File: src/sv/bpc_pkg.sv
// ----------------------------------------------------------------------------
// bpc_pkg
// Shared types, register map and constants of the button press classifier.
// ----------------------------------------------------------------------------
package bpc_pkg;

   localparam int COUNT_WIDTH_DEF = 12;   // default tick counter width
   localparam int THR_W           = 12;   // widest threshold register
   localparam int PADDR_W         = 5;    // five registers at 4-byte spacing
   localparam int PDATA_W         = 32;
   localparam int PAUSE_TICKS     = 5;    // closing pause, in ticks

   localparam logic [7:0]  SETTLE_RST         = 8'd10;
   localparam logic [7:0]  STABLE_PRESS_RST   = 8'd10;
   localparam logic [11:0] LONG_PRESS_RST     = 12'd2500;
   localparam logic [7:0]  RELEASE_STABLE_RST = 8'd30;
   localparam logic [11:0] DOUBLE_GAP_RST     = 12'd1000;

   typedef enum logic [2:0] {
      PH_IDLE,
      PH_SETTLE,
      PH_DEBOUNCE,
      PH_HOLD,
      PH_RELEASE,
      PH_GAP,
      PH_SECOND,
      PH_FINAL
   } phase_type;

   typedef enum logic [2:0] {
      EV_NONE       = 3'd0,
      EV_POWER_UP   = 3'd1,
      EV_SINGLE     = 3'd2,
      EV_DOUBLE     = 3'd3,
      EV_POWER_DOWN = 3'd4
   } event_type;

   typedef enum logic [2:0] {
      REG_SETTLE         = 3'd0,
      REG_STABLE_PRESS   = 3'd1,
      REG_LONG_PRESS     = 3'd2,
      REG_RELEASE_STABLE = 3'd3,
      REG_DOUBLE_GAP     = 3'd4
   } reg_index_type;

   typedef struct packed {
      logic [7:0]  settle_ticks;
      logic [7:0]  stable_press_ticks;
      logic [11:0] long_press_ticks;
      logic [7:0]  release_stable_ticks;
      logic [11:0] double_gap_ticks;
   } cfg_type;

   typedef struct packed {
      event_type event_code;
      logic      supply_on;
   } result_type;

endpackage

File: src/sv/bpc_if.sv
// ----------------------------------------------------------------------------
// bpc_if
// Valid/ready channels for the tick items and the classification results.
// ----------------------------------------------------------------------------
interface bpc_req_if;
   logic valid;
   logic ready;
   logic button_pressed;

   modport source (output valid, output button_pressed, input ready);
   modport sink   (input valid, input button_pressed, output ready);
endinterface

interface bpc_rsp_if;
   logic       valid;
   logic       ready;
   logic [2:0] event_code;
   logic       main_power_enable;
   logic       mcu_power_enable;

   modport source (output valid, output event_code, output main_power_enable,
                   output mcu_power_enable, input ready);
   modport sink   (input valid, input event_code, input main_power_enable,
                   input mcu_power_enable, output ready);
endinterface

File: src/sv/bpc_csr.sv
// ----------------------------------------------------------------------------
// bpc_csr
// APB register file holding the five timing thresholds.
// ----------------------------------------------------------------------------
module bpc_csr (
   input  logic                           clock,
   input  logic                           reset,
   input  logic                           psel,
   input  logic                           penable,
   input  logic                           pwrite,
   input  logic [bpc_pkg::PADDR_W-1:0]    paddr,
   input  logic [bpc_pkg::PDATA_W-1:0]    pwdata,
   output logic [bpc_pkg::PDATA_W-1:0]    prdata,
   output logic                           pready,
   output bpc_pkg::cfg_type               cfg
);
   import bpc_pkg::*;

   cfg_type       cfg_ff, cfg_in;
   reg_index_type index;
   logic          write_en;

   assign index    = reg_index_type'(paddr[PADDR_W-1:2]);
   assign write_en = psel && penable && pwrite;
   assign pready   = 1'b1;
   assign cfg      = cfg_ff;

   always_comb begin
      cfg_in = cfg_ff;
      if (write_en) begin
         case (index)
            REG_SETTLE:         cfg_in.settle_ticks         = pwdata[7:0];
            REG_STABLE_PRESS:   cfg_in.stable_press_ticks   = pwdata[7:0];
            REG_LONG_PRESS:     cfg_in.long_press_ticks     = pwdata[11:0];
            REG_RELEASE_STABLE: cfg_in.release_stable_ticks = pwdata[7:0];
            REG_DOUBLE_GAP:     cfg_in.double_gap_ticks     = pwdata[11:0];
            default:            cfg_in = cfg_ff;   // drop writes past the map
         endcase
      end
   end

   always_comb begin
      case (index)
         REG_SETTLE:         prdata = PDATA_W'(cfg_ff.settle_ticks);
         REG_STABLE_PRESS:   prdata = PDATA_W'(cfg_ff.stable_press_ticks);
         REG_LONG_PRESS:     prdata = PDATA_W'(cfg_ff.long_press_ticks);
         REG_RELEASE_STABLE: prdata = PDATA_W'(cfg_ff.release_stable_ticks);
         REG_DOUBLE_GAP:     prdata = PDATA_W'(cfg_ff.double_gap_ticks);
         default:            prdata = '0;
      endcase
   end

   always_ff @(posedge clock) begin
      if (reset) begin
         cfg_ff.settle_ticks         <= SETTLE_RST;
         cfg_ff.stable_press_ticks   <= STABLE_PRESS_RST;
         cfg_ff.long_press_ticks     <= LONG_PRESS_RST;
         cfg_ff.release_stable_ticks <= RELEASE_STABLE_RST;
         cfg_ff.double_gap_ticks     <= DOUBLE_GAP_RST;
      end else begin
         cfg_ff <= cfg_in;
      end
   end

endmodule

File: src/sv/bpc_core.sv
// ----------------------------------------------------------------------------
// bpc_core
// Press classification state machine: phase, saturating tick counter and
// power flag, advanced once per tick item.
// ----------------------------------------------------------------------------
module bpc_core #(
   parameter int COUNT_WIDTH = bpc_pkg::COUNT_WIDTH_DEF
) (
   input  logic                  clock,
   input  logic                  reset,
   input  logic                  advance,
   input  logic                  button_pressed,
   input  bpc_pkg::cfg_type      cfg,
   output bpc_pkg::result_type   result
);
   import bpc_pkg::*;

   localparam int CMP_W = (COUNT_WIDTH > THR_W) ? COUNT_WIDTH : THR_W;
   localparam logic [COUNT_WIDTH-1:0] CNT_MAX = '1;
   localparam logic [COUNT_WIDTH-1:0] CNT_ONE = COUNT_WIDTH'(1);
   localparam logic [COUNT_WIDTH-1:0] PAUSE   = COUNT_WIDTH'(PAUSE_TICKS);

   phase_type              phase_ff, phase_in;
   logic [COUNT_WIDTH-1:0] cnt_ff, cnt_in, cnt_inc;
   logic                   power_ff, power_in;
   event_type              event_code;
   logic [CMP_W-1:0]       inc_x;
   logic [CMP_W-1:0]       settle_x, stable_x, long_x, release_x, gap_x;

   assign cnt_inc   = (cnt_ff == CNT_MAX) ? cnt_ff : cnt_ff + CNT_ONE;
   assign inc_x     = CMP_W'(cnt_inc);
   assign settle_x  = CMP_W'(cfg.settle_ticks);
   assign stable_x  = CMP_W'(cfg.stable_press_ticks);
   assign long_x    = CMP_W'(cfg.long_press_ticks);
   assign release_x = CMP_W'(cfg.release_stable_ticks);
   assign gap_x     = CMP_W'(cfg.double_gap_ticks);

   always_comb begin
      phase_in   = phase_ff;
      cnt_in     = cnt_ff;
      power_in   = power_ff;
      event_code = EV_NONE;
      case (phase_ff)
         PH_IDLE: begin
            if (button_pressed) begin
               phase_in = PH_SETTLE;
               cnt_in   = '0;
            end
         end
         PH_SETTLE: begin
            if (inc_x >= settle_x) begin
               phase_in = PH_DEBOUNCE;
               cnt_in   = '0;
            end else begin
               cnt_in = cnt_inc;
            end
         end
         PH_DEBOUNCE: begin
            if (!button_pressed) begin
               cnt_in = '0;
            end else if (inc_x > stable_x) begin
               phase_in = PH_HOLD;
               cnt_in   = '0;
            end else begin
               cnt_in = cnt_inc;
            end
         end
         PH_HOLD: begin
            if (!button_pressed) begin
               phase_in = PH_RELEASE;
               cnt_in   = '0;
            end else if (inc_x > long_x) begin
               power_in   = !power_ff;
               event_code = power_ff ? EV_POWER_DOWN : EV_POWER_UP;
               phase_in   = PH_FINAL;
               cnt_in     = '0;
            end else begin
               cnt_in = cnt_inc;
            end
         end
         PH_RELEASE: begin
            if (button_pressed) begin
               cnt_in = '0;
            end else if (inc_x > release_x) begin
               phase_in = PH_GAP;
               cnt_in   = '0;
            end else begin
               cnt_in = cnt_inc;
            end
         end
         PH_GAP: begin
            if (button_pressed) begin
               phase_in = PH_SECOND;
               cnt_in   = '0;
            end else if (inc_x > gap_x) begin
               event_code = EV_SINGLE;
               phase_in   = PH_FINAL;
               cnt_in     = '0;
            end else begin
               cnt_in = cnt_inc;
            end
         end
         PH_SECOND: begin
            // report on the first released tick; it counts towards the pause
            if (!button_pressed) begin
               event_code = EV_DOUBLE;
               phase_in   = PH_FINAL;
               cnt_in     = CNT_ONE;
            end
         end
         PH_FINAL: begin
            // hold until the button is first seen released
            if (!(cnt_ff == '0 && button_pressed)) begin
               if (cnt_inc >= PAUSE) begin
                  phase_in = PH_IDLE;
                  cnt_in   = '0;
               end else begin
                  cnt_in = cnt_inc;
               end
            end
         end
         default: begin
            phase_in = PH_IDLE;
            cnt_in   = '0;
         end
      endcase
   end

   assign result.event_code = event_code;
   assign result.supply_on  = power_in;

   always_ff @(posedge clock) begin
      if (reset) begin
         phase_ff <= PH_IDLE;
         cnt_ff   <= '0;
         power_ff <= 1'b0;
      end else if (advance) begin
         phase_ff <= phase_in;
         cnt_ff   <= cnt_in;
         power_ff <= power_in;
      end
   end

endmodule

File: src/sv/button_press_classifier.sv
// ----------------------------------------------------------------------------
// button_press_classifier
// Single, double and long press detector with power toggle for one button.
// ----------------------------------------------------------------------------
// Usage:
//   req_ch carries one item per 10 ms tick: the sampled button level.
//   rsp_ch returns exactly one item per tick item: an event code (none,
//   power up, single press, double press, power down) and the levels of the
//   main and controller supply enables after that tick.
//   The APB port (psel ... pready) sets the five timing thresholds; write
//   them only while no tick item is in flight. pready is tied high.
// Path: an accepted item is loaded into the input register, is classified
//   into the result register once that register is free or being drained,
//   and is offered on rsp_ch from then on.
// Throughput: one item per cycle while rsp_ch.ready is high; the classifier
//   state updates in a single pass between the input and result registers.
// Reset: phase idle, tick counter zero, power off, no item held; thresholds
//   return to their default values.
// Stall: while rsp_ch.ready is low the result holds; one more item waits in
//   the input register, then req_ch.ready drops.
// ----------------------------------------------------------------------------
module button_press_classifier #(
   parameter int COUNT_WIDTH = bpc_pkg::COUNT_WIDTH_DEF
) (
   input  logic                           clock,
   input  logic                           reset,
   bpc_req_if.sink                        req_ch,
   bpc_rsp_if.source                      rsp_ch,
   input  logic                           psel,
   input  logic                           penable,
   input  logic                           pwrite,
   input  logic [bpc_pkg::PADDR_W-1:0]    paddr,
   input  logic [bpc_pkg::PDATA_W-1:0]    pwdata,
   output logic [bpc_pkg::PDATA_W-1:0]    prdata,
   output logic                           pready
);
   import bpc_pkg::*;

   cfg_type    cfg;
   result_type result;

   // input register
   logic       in_valid_ff, in_valid_in;
   logic       in_button_ff;
   // result register
   logic       rsp_valid_ff, rsp_valid_in;
   result_type result_ff;
   logic       advance;

   bpc_csr u_csr (
      .clock   (clock),
      .reset   (reset),
      .psel    (psel),
      .penable (penable),
      .pwrite  (pwrite),
      .paddr   (paddr),
      .pwdata  (pwdata),
      .prdata  (prdata),
      .pready  (pready),
      .cfg     (cfg)
   );

   bpc_core #(
      .COUNT_WIDTH (COUNT_WIDTH)
   ) u_core (
      .clock          (clock),
      .reset          (reset),
      .advance        (advance),
      .button_pressed (in_button_ff),
      .cfg            (cfg),
      .result         (result)
   );

   // advance the held tick when the result register is free or being drained
   assign advance      = in_valid_ff && (!rsp_valid_ff || rsp_ch.ready);
   assign req_ch.ready = !in_valid_ff || advance;

   always_comb begin
      in_valid_in = in_valid_ff;
      if (req_ch.valid && req_ch.ready) begin
         in_valid_in = 1'b1;
      end else if (advance) begin
         in_valid_in = 1'b0;
      end
   end

   always_comb begin
      rsp_valid_in = rsp_valid_ff;
      if (advance) begin
         rsp_valid_in = 1'b1;
      end else if (rsp_ch.ready) begin
         rsp_valid_in = 1'b0;
      end
   end

   always_ff @(posedge clock) begin
      if (reset) begin
         in_valid_ff  <= 1'b0;
         rsp_valid_ff <= 1'b0;
      end else begin
         in_valid_ff  <= in_valid_in;
         rsp_valid_ff <= rsp_valid_in;
      end
   end

   // payload: load the input register on acceptance and the result register on advance, hold otherwise
   always_ff @(posedge clock) begin
      if (req_ch.valid && req_ch.ready) begin
         in_button_ff <= req_ch.button_pressed;
      end
      if (advance) begin
         result_ff <= result;
      end
   end

   assign rsp_ch.valid             = rsp_valid_ff;
   assign rsp_ch.event_code        = result_ff.event_code;
   assign rsp_ch.main_power_enable = result_ff.supply_on;
   assign rsp_ch.mcu_power_enable  = result_ff.supply_on;

`ifndef SYNTH
   // an accepted tick is always held in the input register next cycle
   a_take_held: assert property (@(posedge clock) disable iff (reset)
      (req_ch.valid && req_ch.ready) |=> in_valid_ff)
      else $error("accepted item not held in input register");

   // a power-up report leaves the supplies enabled
   a_up_on: assert property (@(posedge clock) disable iff (reset)
      (rsp_valid_ff && result_ff.event_code == EV_POWER_UP) |-> result_ff.supply_on)
      else $error("power-up reported with supplies off");

   // a power-down report leaves the supplies disabled
   a_down_off: assert property (@(posedge clock) disable iff (reset)
      (rsp_valid_ff && result_ff.event_code == EV_POWER_DOWN) |-> !result_ff.supply_on)
      else $error("power-down reported with supplies on");

   // a stalled result must not be overwritten by a new classification
   a_no_overrun: assert property (@(posedge clock) disable iff (reset)
      (rsp_valid_ff && !rsp_ch.ready) |-> !advance)
      else $error("result register overwritten while stalled");
`endif

endmodule
File: src/flat_wrapper.sv
// flat-port wrapper written by rule: the top's interface ports become plain ports
module button_press_classifier_flat import bpc_pkg::*;
#(
   parameter int COUNT_WIDTH = bpc_pkg::COUNT_WIDTH_DEF
)
  (clock, reset, psel, penable, pwrite, paddr, pwdata, prdata, pready, req_ch_valid, req_ch_button_pressed, req_ch_ready, rsp_ch_valid, rsp_ch_event_code, rsp_ch_main_power_enable, rsp_ch_mcu_power_enable, rsp_ch_ready);
  bpc_req_if req_ch_i ();
  bpc_rsp_if rsp_ch_i ();
  input  logic clock;
  input  logic reset;
  input  logic psel;
  input  logic penable;
  input  logic pwrite;
  input  logic [bpc_pkg::PADDR_W-1:0] paddr;
  input  logic [bpc_pkg::PDATA_W-1:0] pwdata;
  output logic [bpc_pkg::PDATA_W-1:0] prdata;
  output logic pready;
  input wire logic [$bits(req_ch_i.valid)-1:0] req_ch_valid;
  input wire logic [$bits(req_ch_i.button_pressed)-1:0] req_ch_button_pressed;
  output wire logic [$bits(req_ch_i.ready)-1:0] req_ch_ready;
  output wire logic [$bits(rsp_ch_i.valid)-1:0] rsp_ch_valid;
  output wire logic [$bits(rsp_ch_i.event_code)-1:0] rsp_ch_event_code;
  output wire logic [$bits(rsp_ch_i.main_power_enable)-1:0] rsp_ch_main_power_enable;
  output wire logic [$bits(rsp_ch_i.mcu_power_enable)-1:0] rsp_ch_mcu_power_enable;
  input wire logic [$bits(rsp_ch_i.ready)-1:0] rsp_ch_ready;
  assign req_ch_i.valid = req_ch_valid;
  assign req_ch_i.button_pressed = req_ch_button_pressed;
  assign req_ch_ready = req_ch_i.ready;
  assign rsp_ch_valid = rsp_ch_i.valid;
  assign rsp_ch_event_code = rsp_ch_i.event_code;
  assign rsp_ch_main_power_enable = rsp_ch_i.main_power_enable;
  assign rsp_ch_mcu_power_enable = rsp_ch_i.mcu_power_enable;
  assign rsp_ch_i.ready = rsp_ch_ready;
  button_press_classifier #(.COUNT_WIDTH(COUNT_WIDTH)) u_core (.clock(clock), .reset(reset), .req_ch(req_ch_i), .rsp_ch(rsp_ch_i), .psel(psel), .penable(penable), .pwrite(pwrite), .paddr(paddr), .pwdata(pwdata), .prdata(prdata), .pready(pready));
endmodule
File: config.mk
export PLATFORM = sky130hd
export DESIGN_NAME = button_press_classifier_flat
export DESIGN_NICKNAME = d
export VERILOG_FILES = /design/src/sv/bpc_pkg.sv /design/src/sv/bpc_if.sv /design/src/sv/bpc_csr.sv /design/src/sv/bpc_core.sv /design/src/sv/button_press_classifier.sv /design/src/flat_wrapper.sv
export SDC_FILE = /design/constraint.sdc
export NUM_CORES = 1
export LEC_CHECK = 0
export ABC_AREA = 1
export ABC_CLOCK_PERIOD_IN_PS = 4500
export BUFFER_PORTS_ARGS = -buffer_cell sky130_fd_sc_hd__buf_2
export CAP_MARGIN = 20
export CORE_ASPECT_RATIO = 1.25
export CORE_UTILIZATION = 59
export CTS_BUF_LIST = sky130_fd_sc_hd__clkbuf_4
export DETAILED_ROUTE_END_ITERATION = 10
export PLACE_DENSITY = 0.83
export SYNTH_ARGS = -nofsm -noshare
export SYNTH_HDL_FRONTEND = slang
export SYNTH_SLANG_ARGS = --single-unit
File: constraint.sdc
create_clock -name clock -period 4.5 [get_ports clock]
set_input_delay 0.225 -clock clock [delete_from_list [all_inputs] [get_ports clock]]
set_output_delay 0.225 -clock clock [all_outputs]
set_load 0.05 [all_outputs]
# Yosys cells after proc, flatten, opt, wreduce, memory -nomap -nowiden
# Index checks and enable logic that the tools add are counted.
[word_totals] register_bits=71 out_inout_bits=40 word_cells=109
[op_classes] add_sub_neg=1 order_cmp=6 mux=44 eq_ne=23 reduce_logical=22
[ops] operator="12-bit 2-to-1 mux" count=14
[ops] operator="12-bit one-hot mux with 8 select lines" count=1
[ops] operator="12-bit one-hot mux with 5 select lines" count=1
[ops] operator="3-bit 2-to-1 mux" count=16
[ops] operator="12-bit > comparator" count=2
[ops] operator="12-bit by 8-bit > comparator with 1-bit output" count=2
[ops] operator="3-bit one-hot mux with 8 select lines" count=1
[ops] operator="3-bit == test, second input constant" count=5
[ops] operator="2-bit inequality test, second input constant" count=7
[ops] operator="12-bit by 1-bit adder with 12-bit output, second input constant" count=1
[ops] operator="12-bit == test, second input constant" count=1
[ops] operator="3-bit by 2-bit == test with 1-bit output, second input constant" count=4
[ops] operator="12-bit by 3-bit greater-or-equal comparator with 1-bit output, second input constant" count=1
[ops] operator="12-bit by 8-bit greater-or-equal comparator with 1-bit output" count=1
[ops] operator="12-bit zero test" count=1
[ops] operator="12-bit AND reduction" count=1
[ops] operator="2-bit AND reduction" count=5
[ops] operator="3-bit one-hot mux with 3 select lines" count=1
[ops] operator="1-bit 2-to-1 mux" count=7
[ops] operator="3-bit by 1-bit == test with 1-bit output, second input constant" count=2
[ops] operator="3-bit zero test" count=2
[ops] operator="2-bit 2-to-1 mux" count=3
[ops] operator="1-bit logical AND" count=5
[ops] operator="2-bit by 1-bit inequality test with 1-bit output, second input constant" count=2
[ops] operator="6 further kinds" count=10

# Logic depth before layout (Yosys ltp)
[logic_depth] depth_word=6 ltp_mapped=23 ltp_nobuf=22

# Hierarchy
# Synthesis repeated with hierarchy kept, for this count alone.
[hier_totals] hier_cells=910 hier_area_um2=5698.0
[by_module_without_submodules] mod="bpc_core" seq_area_each_um2=320.3 cells_per_inst=490 n_inst=1 area_each_um2=2874.0
[by_module_without_submodules] mod="bpc_csr" seq_area_each_um2=960.9 cells_per_inst=402 n_inst=1 area_each_um2=2575.0
[by_module_without_submodules] mod="button_press_classifier" seq_area_each_um2=190.2 cells_per_inst=18 n_inst=1 area_each_um2=249.0

# Worst setup path before layout
# Ideal clock, no wire load.
[synth_timing] kind="reg2reg" start="register u_core.u_core.cnt_ff[0]" end="register u_core.u_core.power_ff" setup_slack_ns=1.373 t_arrival_ns=3.012 stages_incl_launch_ff=22 t_required_ns=4.385 period_less_slack_ns=3.127 cell_sequence="dfxtp_1 -> ha_1 -> inv_1 -> nor2_4 -> nand3_4 -> buf_6 -> nand2_2 -> inv_2 -> a21oi_2 -> ha_1 -> nand2_1 -> inv_1 -> a221oi_1 -> nand2_1 -> nand2_1 -> nand3_1 -> nand2_2 -> inv_1 -> ha_1 -> mux2i_1 -> o21ai_0 -> inv_1"
[synth_rtl] item="start: declaration" line_no="bpc_core.sv:24" rtl="logic [COUNT_WIDTH-1:0] cnt_ff, cnt_in, cnt_inc;"
[synth_rtl] item="start signal: assignment" line_no="bpc_core.sv:139" rtl="cnt_ff <= cnt_in;"
[synth_rtl] item="end signal: assignment" line_no="bpc_core.sv:140" rtl="power_ff <= power_in;"
[synth_rtl] item="end: declaration" line_no="bpc_core.sv:25" rtl="logic power_ff, power_in;"

# Worst setup path after layout
[layout_timing] start="register u_core.u_core.cnt_ff[0]" end="register u_core.u_core.cnt_ff[7]"
[layout_via] elab_chain_cells=6 word_cells_on_any_way=25
[layout_rtl] item="12-bit by 1-bit adder with 12-bit output or 12-bit == test (tied branches)" line_no="bpc_core.sv:30" rtl="assign cnt_inc = (cnt_ff == CNT_MAX) ? cnt_ff : cnt_ff + CNT_ONE;"
[layout_rtl] item="12-bit 2-to-1 mux" line_no="bpc_core.sv:30"
[layout_rtl] item="12-bit by 3-bit greater-or-equal comparator with 1-bit output (tied with other cells)" line_no="bpc_core.sv:114" rtl="if (cnt_inc >= PAUSE) begin"
[layout_rtl] item="12-bit 2-to-1 mux, on equally long branches (2 in a row)"
[layout_rtl] item="12-bit one-hot mux with 8 select lines" line_no="bpc_core.sv:43" rtl="case (phase_ff)"
# Parallel ways exist; a longest one is shown, timed or not. The select of a mux whose other input is x is not followed.
# A chain may end at the register's enable or synchronous reset.

==> results.ini <==
[setup_path]
crit_type=reg2reg
path_max_fanout=23
crit_required_ps=4800
worstSetupEndpointType=flip-flop
worstPathArrival_ps=4140
cp-start-kind=flip-flop

[routing]
wl_um=13200
drt_first_pass_iters=8
avgViaCountPerCell=5.54
drt_first_iter_violations=298
drcViolationCount=2
via_count=4996
ant_nets=0
wl_per_cell_um=14.7

[outcome]
outcome=finished, violations left
violations=design-rule violations

[yosys]
synth-seq-area-share_pct=28.5
syn_inst=748
synth_edf_count=5
syn_area_mm2=0.00516
netlist-cell-type-count=47
synth_seq_cells=71
synth_flop_cell=dfxtp_1
async_flop_share_pct=0
yosysWarnings=0
synth_area_per_cell_um2=6.90

[timing]
drv_slew=0
setup_violations=0
tns_ps=0
clock.fmax_mhz=261
min_period_ps=3830
setup_slack_ps=665
worst_clock_skew_ps=17.0
slew_headroom_pct=30.4
tightest_slew_ps=1040
period_share_pct=85.2
rsz0062_at_grt=false
hold_viol_final=0

[clock_tree]
clkTransAtPathRegs_ps=130
cts_resized=0
cts_tree=done
clockBufferDepth=2
cts_sinks=71
clk_latency_ps=440
cts-buffers-inserted=9
htree_levels=3
clk_root_buffer_cell=clkbuf_4

[placement]
dp_slack_ps=733
hpwlAfterDp_um=9910
placed_cells=883
portBuffers=41
gp_congestion=0.947
placed_cell_area_mm2=0.00532

[power]
p_switching_uw=398
total_power_uw=1310
max-vdd-ir-drop_mv=0.179
pwr-share-clk_pct=35.4
comb_power_share_pct=14.6
internal_power_uw=909
p_leak_uw=0.00262
swShare_pct=30.4
power.density_mw_per_mm2=237
pwr-share-seq_pct=50.0

[global_routing]
track_usage_pct=30.0
antenna_found_initial=0
grt_pass1_vias=4679
grt_max_degree=42
grt_overflow=0
grt_pass1_wl_um=21500

[finish]
antenna_cells=0
syn2layout_area_growth_pct=6.81
layout.nets=867
final_cells=901
layout-drive-gt1-share_pct=15.2
final_cell_area_mm2=0.00552

[hold_path]
hp-class=in2reg

[floorplanning]
start_util_pct=61.6
fp.dieH_um=107
die_area_mm2=0.00913
coreArea_mm2=0.00838
io_pins=85
num_rows=37
dieWidth_um=85.7

[flow_run]
cap_violations=0

-- through the flow --
step,utilization [%],hold slack (ps)
finish,65.8,14.5
detailed placement,63.5,403
CTS,65.5,9.52
floorplan,-,324
global route,65.8,30.3
global placement,63.5,403
-- layer usage --
metal	global-route usage (%)	share of wire, %
met2	52.0	49
met4	18.1	4.9
met1	34.9	40
met5	0	0
met3	4.16	5.4
-- power by group through the flow --
| stage | Clock, µW | Sequential [µW] | Combinational, µW |
|---|---|---|---|
| after floorplan | 0 | 672 | 153 |
| after global placement | 0 | 667 | 180 |
| after detailed placement | 0 | 668 | 185 |
| after CTS | 471 | 654 | 186 |
| after global routing | 500 | 656 | 205 |
| final | 462 | 654 | 191 |
-- cell families (layout without fill, tap and decap cells) --
logic type	after synthesis	in the layout	synth area share (%)
muxes	1	1	0.194
buffers and inverters	161	178	14.0
other	2	21	0.145
DFF	71	71	28.5
and+or+nand+nor	301	301	26.8
xor gates and xnor gates	4	4	1.04
AOI/OAI and AO/OA	165	165	19.0
adders and majority gates	43	43	10.4
-- final timing paths --
path                                         from                                   end  slack, ps  depth (start not counted)
max          u_core.u_core.cnt_ff[0]$_SDFFE_PP0P_  u_core.u_core.cnt_ff[7]$_SDFFE_PP0P_        670                         19
min                                    pwdata[11]     u_core.u_csr.cfg[31]$_SDFFE_PP1P_         10                          3
max reg2reg  u_core.u_core.cnt_ff[0]$_SDFFE_PP0P_  u_core.u_core.cnt_ff[7]$_SDFFE_PP0P_        670                         19
min reg2reg     u_core.u_csr.cfg[19]$_SDFFE_PP0P_     u_core.u_csr.cfg[19]$_SDFFE_PP0P_        490                          2
-- critical path: stages (launching register included) --
cell	delay (ps)
dfxtp_1	520
ha_1	310
inv_1	120
nor2_4	210
nand3_4	290
nand3_4	180
xor2_4	180
inv_2	110
ha_1	310
a21oi_1	70
o21a_1	170
o221a_2	220
nand2_1	60
nand2_1	140
nand2_1	140
nand2_1	60
nand2_1	70
nand3_2	300
nand2_2	160
a21oi_2	50
-- layout by cell type, fill, tap and decap left out, types with 3 or more instances in the layout --
cell      count
a21oi_1      56
nor2_2        3
nand4_1      15
clkinv_2      3
o22ai_1       7
a21oi_2      14
o211ai_1     11
nor3_1        9
clkinv_1      3
clkbuf_4      9
inv_2         6
o21ai_0      52
nand3_1      27
a221oi_1      8
xor2_1        3
edfxtp_1      5
nand2_1     141
nand2_2      24
inv_1       108
o21ai_1       5
conb_1       21
nor2_4        3
dfxtp_1      66
ha_1         43
nor2_1       67
buf_2        41
-- cell usage after synthesis (5+ instances only) --
cell	count	area [µm²]
a21oi_1	56	280
nand4_1	15	93.8
inv_1	108	405
buf_4	24	180
inv_2	6	22.5
o22ai_1	7	43.8
dfxtp_1	66	1320
o211ai_1	11	82.6
nand3_1	27	135
ha_1	43	538
nor3_1	9	45.0
edfxtp_1	5	150
nand2_2	24	150
nand2_1	141	529
o21ai_1	5	25.0
o21ai_0	52	260
clkbuf_1	16	60.1
a221oi_1	8	70.1
a21oi_2	14	123
nor2_1	67	251
-- registers in the layout (all words and copies together) (netlist names) --
name and flops:
u_core.rsp_ch.main_power_enable 1, u_core.u_core.cnt_ff 12, u_core.u_core.power_ff 1, u_core.in_button_ff 1
u_core.in_valid_ff 1, u_core.rsp_ch.valid 1, u_core.u_core.phase_ff 3, u_core.u_csr.cfg 48
u_core.rsp_ch.event_code 3
-- layout make-up --
| class | instances | area (µm²) |
|---|---|---|
| well taps | 117 | 146 |
| inverters | 117 | 442 |
| fillers | 768 | 2860 |
| repair buffers | 45 | 258 |
| clock buffers | 9 | 67.6 |
| clock inverters | 7 | 87.6 |
| multi-input cells | 535 | 3040 |
| flip-flops and latches | 71 | 1470 |
-- what timing repair did --
action,in CTS,in global routing
setup endpoints to repair,0,0
setup buffers,0,0
hold endpoints to repair,1,0
hold buffers,1,0
No activity file was read; power rests on OpenSTA's default activity.
